<file path="src/hw/rtl/sha_pkg.sv">
// ============================================================================
// sha_pkg
// Types, constants and functions shared by the hash engine modules.
// ============================================================================
package sha_pkg;

    typedef struct packed {
        logic [63:0] data_word;
        logic [3:0]  byte_count;
        logic        last_word;
    } sha_in_t;

    typedef struct packed {
        logic [63:0] digest_word;
        logic        digest_last;
    } sha_out_t;

    // datapath operation codes
    localparam logic [2:0] OP_NONE    = 3'd0;
    localparam logic [2:0] OP_LOADIV  = 3'd1;
    localparam logic [2:0] OP_PUT     = 3'd2;
    localparam logic [2:0] OP_START   = 3'd3;
    localparam logic [2:0] OP_ROUND   = 3'd4;
    localparam logic [2:0] OP_FOLD    = 3'd5;
    localparam logic [2:0] OP_SHIFTCV = 3'd6;

    // word source codes for OP_PUT
    localparam logic [1:0] SRC_DATA = 2'd0;
    localparam logic [1:0] SRC_PAD  = 2'd1;
    localparam logic [1:0] SRC_ZERO = 2'd2;
    localparam logic [1:0] SRC_LEN  = 2'd3;

    localparam int ROUNDS = 80;

    typedef struct packed {
        logic [2:0] op;
        logic [1:0] src;
        logic       mode;
    } sha_cmd_t;

    typedef struct packed {
        logic [4:0] word_index;
        logic       round_last;
    } sha_stat_t;

    function automatic logic [63:0] iv_word(input logic mode, input logic [2:0] i);
        logic [63:0] r;
        begin
            r = 64'd0;
            if (!mode) begin
                case (i)
                    3'd0: r = 64'h6a09e667f3bcc908;
                    3'd1: r = 64'hbb67ae8584caa73b;
                    3'd2: r = 64'h3c6ef372fe94f82b;
                    3'd3: r = 64'ha54ff53a5f1d36f1;
                    3'd4: r = 64'h510e527fade682d1;
                    3'd5: r = 64'h9b05688c2b3e6c1f;
                    3'd6: r = 64'h1f83d9abfb41bd6b;
                    3'd7: r = 64'h5be0cd19137e2179;
                    default: r = 64'd0;
                endcase
            end else begin
                case (i)
                    3'd0: r = 64'hcbbb9d5dc1059ed8;
                    3'd1: r = 64'h629a292a367cd507;
                    3'd2: r = 64'h9159015a3070dd17;
                    3'd3: r = 64'h152fecd8f70e5939;
                    3'd4: r = 64'h67332667ffc00b31;
                    3'd5: r = 64'h8eb44a8768581511;
                    3'd6: r = 64'hdb0c2e0d64f98fa7;
                    3'd7: r = 64'h47b5481dbefa4fa4;
                    default: r = 64'd0;
                endcase
            end
            return r;
        end
    endfunction

    function automatic logic [63:0] kround(input logic [6:0] i);
        logic [63:0] k [0:79];
        begin
            k = '{
                64'h428a2f98d728ae22, 64'h7137449123ef65cd, 64'hb5c0fbcfec4d3b2f,
                64'he9b5dba58189dbbc, 64'h3956c25bf348b538, 64'h59f111f1b605d019,
                64'h923f82a4af194f9b, 64'hab1c5ed5da6d8118, 64'hd807aa98a3030242,
                64'h12835b0145706fbe, 64'h243185be4ee4b28c, 64'h550c7dc3d5ffb4e2,
                64'h72be5d74f27b896f, 64'h80deb1fe3b1696b1, 64'h9bdc06a725c71235,
                64'hc19bf174cf692694, 64'he49b69c19ef14ad2, 64'hefbe4786384f25e3,
                64'h0fc19dc68b8cd5b5, 64'h240ca1cc77ac9c65, 64'h2de92c6f592b0275,
                64'h4a7484aa6ea6e483, 64'h5cb0a9dcbd41fbd4, 64'h76f988da831153b5,
                64'h983e5152ee66dfab, 64'ha831c66d2db43210, 64'hb00327c898fb213f,
                64'hbf597fc7beef0ee4, 64'hc6e00bf33da88fc2, 64'hd5a79147930aa725,
                64'h06ca6351e003826f, 64'h142929670a0e6e70, 64'h27b70a8546d22ffc,
                64'h2e1b21385c26c926, 64'h4d2c6dfc5ac42aed, 64'h53380d139d95b3df,
                64'h650a73548baf63de, 64'h766a0abb3c77b2a8, 64'h81c2c92e47edaee6,
                64'h92722c851482353b, 64'ha2bfe8a14cf10364, 64'ha81a664bbc423001,
                64'hc24b8b70d0f89791, 64'hc76c51a30654be30, 64'hd192e819d6ef5218,
                64'hd69906245565a910, 64'hf40e35855771202a, 64'h106aa07032bbd1b8,
                64'h19a4c116b8d2d0c8, 64'h1e376c085141ab53, 64'h2748774cdf8eeb99,
                64'h34b0bcb5e19b48a8, 64'h391c0cb3c5c95a63, 64'h4ed8aa4ae3418acb,
                64'h5b9cca4f7763e373, 64'h682e6ff3d6b2b8a3, 64'h748f82ee5defb2fc,
                64'h78a5636f43172f60, 64'h84c87814a1f0ab72, 64'h8cc702081a6439ec,
                64'h90befffa23631e28, 64'ha4506cebde82bde9, 64'hbef9a3f7b2c67915,
                64'hc67178f2e372532b, 64'hca273eceea26619c, 64'hd186b8c721c0c207,
                64'heada7dd6cde0eb1e, 64'hf57d4f7fee6ed178, 64'h06f067aa72176fba,
                64'h0a637dc5a2c898a6, 64'h113f9804bef90dae, 64'h1b710b35131c471b,
                64'h28db77f523047d84, 64'h32caab7b40c72493, 64'h3c9ebe0a15c9bebc,
                64'h431d67c49c100d4c, 64'h4cc5d4becb3e42b6, 64'h597f299cfc657e2a,
                64'h5fcb6fab3ad6faec, 64'h6c44198c4a475817};
            if (i < 7'd80) begin
                return k[i];
            end
            return 64'd0;
        end
    endfunction

endpackage

</file>
<file path="src/hw/rtl/sha_ctrl.sv">
// ============================================================================
// sha_ctrl
// Sequencer for word intake, padding, compression and digest output.
// ============================================================================
module sha_ctrl
    import sha_pkg::*;
(
    input  logic      clk,
    input  logic      rst_n,
    input  logic      in_valid,
    output logic      in_ready,
    input  sha_in_t   in_word,
    output logic      out_valid,
    input  logic      out_ready,
    output logic      out_last,
    input  logic      cfg_valid,
    output logic      cfg_ready,
    input  logic      cfg_data,
    input  sha_stat_t stat,
    output sha_cmd_t  cmd
);

    localparam logic [2:0] ST_IDLE  = 3'd0;
    localparam logic [2:0] ST_PAD   = 3'd1;
    localparam logic [2:0] ST_FILL  = 3'd2;
    localparam logic [2:0] ST_ROUND = 3'd3;
    localparam logic [2:0] ST_FOLD  = 3'd4;
    localparam logic [2:0] ST_OUT   = 3'd5;
    localparam logic [2:0] ST_IV    = 3'd6;

    logic [2:0] state_reg;
    logic [2:0] state_next;
    logic       mode_reg;
    logic       final_reg;
    logic       final_next;
    logic       full_reg;
    logic       full_next;
    logic [2:0] ocnt_reg;
    logic [2:0] ocnt_next;
    logic       len_done_reg;
    logic       len_done_next;
    logic       nopad_reg;
    logic       nopad_next;

    always_ff @(posedge clk or negedge rst_n)
    begin
        if (!rst_n) begin
            state_reg    <= ST_IDLE;
            mode_reg     <= 1'b0;
            final_reg    <= 1'b0;
            full_reg     <= 1'b0;
            ocnt_reg     <= 3'd0;
            len_done_reg <= 1'b0;
            nopad_reg    <= 1'b0;
        end else begin
            state_reg    <= state_next;
            final_reg    <= final_next;
            full_reg     <= full_next;
            ocnt_reg     <= ocnt_next;
            len_done_reg <= len_done_next;
            nopad_reg    <= nopad_next;
            if (cfg_valid && cfg_ready) begin
                mode_reg <= cfg_data;
            end
        end
    end

    assign cfg_ready = (state_reg == ST_IDLE);
    assign in_ready  = (state_reg == ST_IDLE) && !cfg_valid;
    assign out_valid = (state_reg == ST_OUT);
    assign out_last  = (ocnt_reg == (mode_reg ? 3'd5 : 3'd7));

    always_comb
    begin
        state_next    = state_reg;
        final_next    = final_reg;
        full_next     = full_reg;
        ocnt_next     = ocnt_reg;
        len_done_next = len_done_reg;
        nopad_next    = nopad_reg;
        cmd.op        = OP_NONE;
        cmd.src       = SRC_DATA;
        cmd.mode      = mode_reg;
        case (state_reg)
            ST_IDLE:
            begin
                if (cfg_valid) begin
                    cmd.op   = OP_LOADIV;
                    cmd.mode = cfg_data;
                end else if (in_valid) begin
                    cmd.op  = OP_PUT;
                    cmd.src = SRC_DATA;
                    if (in_word.last_word) begin
                        final_next    = 1'b1;
                        len_done_next = 1'b0;
                        nopad_next    = (in_word.byte_count < 4'd8);
                        state_next    = (stat.word_index == 5'd15) ? ST_ROUND : ST_PAD;
                        full_next     = (stat.word_index == 5'd14)
                                        && (in_word.byte_count < 4'd8);
                    end else begin
                        final_next = 1'b0;
                        if (stat.word_index == 5'd15) begin
                            state_next = ST_ROUND;
                        end
                    end
                    if (stat.word_index == 5'd15) begin
                        cmd.op = OP_PUT;
                    end
                end
            end
            ST_PAD:
            begin
                if (nopad_reg) begin
                    state_next = ST_FILL;
                end else begin
                    cmd.op     = OP_PUT;
                    cmd.src    = SRC_PAD;
                    nopad_next = 1'b1;
                    full_next  = (stat.word_index == 5'd14);
                    state_next = (stat.word_index == 5'd15) ? ST_ROUND : ST_FILL;
                end
            end
            ST_FILL:
            begin
                cmd.op  = OP_PUT;
                cmd.src = SRC_ZERO;
                if (stat.word_index == 5'd15) begin
                    state_next = ST_ROUND;
                    if (full_reg) begin
                        full_next = 1'b0;
                    end else begin
                        cmd.src       = SRC_LEN;
                        len_done_next = 1'b1;
                    end
                end
            end
            ST_ROUND:
            begin
                if (stat.word_index == 5'd16) begin
                    cmd.op = OP_START;
                end else begin
                    cmd.op = OP_ROUND;
                    if (stat.round_last) begin
                        state_next = ST_FOLD;
                    end
                end
            end
            ST_FOLD:
            begin
                cmd.op = OP_FOLD;
                if (!final_reg) begin
                    state_next = ST_IDLE;
                end else if (!nopad_reg) begin
                    state_next = ST_PAD;
                end else if (!len_done_reg) begin
                    state_next = ST_FILL;
                end else begin
                    ocnt_next  = 3'd0;
                    state_next = ST_OUT;
                end
            end
            ST_OUT:
            begin
                if (out_ready) begin
                    cmd.op    = OP_SHIFTCV;
                    ocnt_next = ocnt_reg + 3'd1;
                    if (out_last) begin
                        state_next = ST_IV;
                    end
                end
            end
            ST_IV:
            begin
                cmd.op     = OP_LOADIV;
                final_next = 1'b0;
                state_next = ST_IDLE;
            end
            default:
            begin
                state_next = ST_IDLE;
            end
        endcase
    end

endmodule

</file>
<file path="config.mk">
export PLATFORM = sky130hd
export DESIGN_NAME = sha_ctrl
export DESIGN_NICKNAME = d
export VERILOG_FILES = /design/src/hw/rtl/sha_pkg.sv /design/src/hw/rtl/sha_ctrl.sv
export SDC_FILE = /design/constraint.sdc
export NUM_CORES = 1
export LEC_CHECK = 0
export BUFFER_PORTS_ARGS = -buffer_cell sky130_fd_sc_hd__buf_2
export CORE_AREA = 2 2 52 54
export DETAILED_ROUTE_END_ITERATION = 6
export DIE_AREA = 0 0 54 56
export GPL_TIMING_DRIVEN = 0
export PLACE_DENSITY_LB_ADDON = 0.1
export SETUP_SLACK_MARGIN = 0.15
export SLEW_MARGIN = 20
export SYNTH_ARGS = -nofsm -noshare
export SYNTH_HDL_FRONTEND = slang
export SYNTH_SLANG_ARGS = --single-unit
</file>
<file path="constraint.sdc">
create_clock -name clk -period 2.9 [get_ports clk]
set_clock_uncertainty 0.05 [all_clocks]
set_input_delay 0.29 -clock clk [delete_from_list [all_inputs] [get_ports clk]]
set_output_delay 0.29 -clock clk [all_outputs]
set_load 0.1 [all_outputs]
</file>
==> summary.md <==
| Metric | Value |
|---|---|
| Hold Crit Start | `cfg_data` |
| Synth Cell Area | `866 um2` |
| CP Max Fanout | `10` |
| Largest net degree at the start of global routing | `12` |
| Clock transition at path regs | `0.07 ns` |
| Worst vdd ir | `0.666 mV` |
| Post-route ant nets | `0` |
| Number of synthesized register bits | `11` |
| Pleak | `0.509 nW` |
| Worst r2r src | `nopad_reg` |
| Vias after detailed routing | `910` |
| Max transition margin | `67.4%` |
| Die ar. | `3020 um2` |
| Pre-CTS setup slack | `0.775 ns` |
| Dominant cell type by area after synthesis | `dfrtp_1` |
| R2r worst-path depth | `3` |
| First-pass detailed-route iteration total | `4` |
| Synth Instances | `109` |
| Final #Nets | `220` |
| Clock Latency Late Sink | `0.26 ns` |
| Synth Area per Inst | `7.94 um2` |
| Share of cells above drive strength 1 | `29.2%` |
| Final period util | `82.4%` |
| Crit path capture type | `primary output` |
| Final Instance Area | `1060 um2` |
| Area of the multi-input gates | `547 um2` |
| Worst Path Buf+Inv | `3` |
| # DRC | `0` |
| Share of Yosys cell area claimed by the top area cell type | `31.8%` |
| Worst endpoint required time | `2.56 ns` |
| Filler Cell Count | `265` |
| H-tree Lvls | `1` |
| FMAX | `418 MHz` |
| Die width | `54 um` |
| Initial antenna violation count | `0` |
| Setup-failing EPs final | `0` |
| IO Pins | `91` |
| Worst stage delay on the critical path | `0.46 ns` |
| Vias in the first global route | `796` |
| Startpoint class of the critical path | `flip-flop` |
| Sequential cell area | `275 um2` |
| Crit Path Category | `flip-flop to primary output` |
| CP top delay family | `buffers and inverters` |
| Postcts setup bufs | `0` |
| Design Power | `1.14 mW` |
| CTS Buf Count | `3` |
| Chip height | `56 um` |
| Synth Warn # | `0` |
| Initial Util | `35.6%` |
| Routability cong. | `0.842` |
| Cells along the critical path | `buf_2, clkbuf_1, nand2_1, o21ai_0, nand3_1, o31ai_2, buf_2` |
| Crit path max-delay cell type | `buf_2` |
| Unique masters post-synth | `38` |
| 1st-iter DRT viols | `20` |
| Final hold vios | `0` |
| Dpl cells | `162` |
| GRT Overall Usage | `15.7%` |
| Ant diodes | `0` |
| Max Cap Viol | `0` |
| DP Area | `1030 um2` |
| GRT Residual Overflow | `0` |
| Final Util | `43.7%` |
| Count of input and output buffers | `23` |
| Post-synth EDFFs | `0` |
| Minimum clock period | `2.39 ns` |
| Worst min-delay path class | `input port to flip-flop` |
| Avg WL per Cell | `13.5 um` |
| Clock Sink Count | `11` |
| Worst hold slack | `0.222 ns` |
| WL final | `2260 um` |
| Non-filler cells, final | `167` |
| Syn nets | `191` |
| TritonCTS clock tree | `yes` |
| Synth top area cells | `dfrtp_1 (32%), a21oi_1 (5.2%), nand2_1 (4.8%)` |
| Seq/Total Area, Yosys | `31.8%` |
| Hold endpoint | `mode_reg` |
| Post-CTS resize count | `0` |
| Setup_tns | `0 ns` |
| Most frequent cells after synthesis | `dfrtp_1 (11), nand2_1 (11), a21oi_1 (9), nor2_1 (9), nand3_1 (8)` |
| Outcome | `finished clean` |
| Most frequent CP cell | `buf_2` |
| CORE AREA | `2430 um2` |
| Post-DP HPWL | `1730 um` |
| RSZ-0062 raised after global routing | `false` |
| First-pass GRT wire length | `3560 um` |
| Crit. Startpoint | `state_reg[2]` |
| Slew @ Worst Pin | `0.492 ns` |
| Crit path DAT | `2.05 ns` |
| Ys async rst share | `100%` |
| Power per Cell Area | `1070 nW/um2` |
| Row cnt | `18` |
| Area Overhead vs Synth | `22.8%` |
| FF-to-FF End | `full_reg` |
| Clock Tree Root | `clkbuf_4` |
| Slew Viols, Final | `0` |
| Cell depth of the worst min-delay path | `2` |
| Final WS setup | `0.509 ns` |
| Clock Path Buffers | `2` |
| Synth Flop Type | `dfrtp_1` |
| Routed vias/inst | `5.45` |
| Reg2reg setup slack | `1.28 ns` |
==> layout by cell type, fill, tap and decap left out, drive strengths merged, types with 2 or more instances in the layout <==
cell	instances
nand4	2
a21oi	9
o21ai	7
nor2	9
inv	6
and4b	2
o22ai	3
nor3	2
and2	4
clkbuf	6
dfrtp	11
or2	2
mux2	3
nand3	8
buf	27
or4	2
and3	2
nor2b	3
nand2	11
==> layer usage <==
layer / up-vias / routed length [um] / track usage (%)
met5: - / 0 / 0
met4: 0 / 42 / 7.86
met3: 4 / 120 / 1.61
met2: 35 / 1040 / 23.3
met1: 413 / 1050 / 21.9
li1: 458 / - / -
==> power by group <==
part           switching [mW]  internal, mW
clock                  0.0477        0.0531
combinational           0.616         0.190
sequential             0.0362         0.192
total                   0.700         0.436
==> area by class of cell <==
| class | instances | share of cell area (%) |
|---|---|---|
| Buffer | 6 | 2.82 |
| Clock buffer | 4 | 2.47 |
| Inverter | 6 | 2.12 |
| Multi-Input combinational cell | 86 | 51.4 |
| Sequential cell | 11 | 25.9 |
| Tap cell | 30 | 3.53 |
| Timing Repair Buffer | 24 | 11.8 |
==> worst max path at each step <==
stage | slack, ns | depth (start not counted) | end
final | 0.51 | 7 | cmd[4]
after global routing | 0.42 | 7 | cmd[4]
after CTS | 0.53 | 7 | cmd[4]
after detailed placement | 0.77 | 6 | cmd[1]
after global placement | 0.80 | 6 | cmd[1]
after floorplan | 0.21 | 4 | cmd[3]
==> what timing repair did <==
item / CTS / global route
hold buffers: 1 / 0
hold endpoints to repair: 11 / 0
endpoints found under the setup margin: 0 / 0
==> cell families (layout without fill, tap and decap cells) <==
| kind of cell | Yosys count | in the layout | share of synthesized area, % |
|---|---|---|---|
| AO/OA/AOI/OAI | 29 | 29 | 21.4 |
| XOR/XNOR | 2 | 2 | 2.02 |
| adder cells (fa/ha/maj) | 1 | 1 | 1.44 |
| buffers and inverters | 12 | 40 | 6.07 |
| flip-flops | 11 | 11 | 31.8 |
| multiplexers | 3 | 3 | 3.90 |
| AND/OR/NAND/NOR | 51 | 51 | 33.4 |
==> worst register-to-register path, stage by stage, from the launching register on <==
cell and delay, ns:
dfrtp_1 0.43, or2_2 0.32, a221oi_1 0.33, mux2_2 0.37
Power figures use the tool's default switching activity.
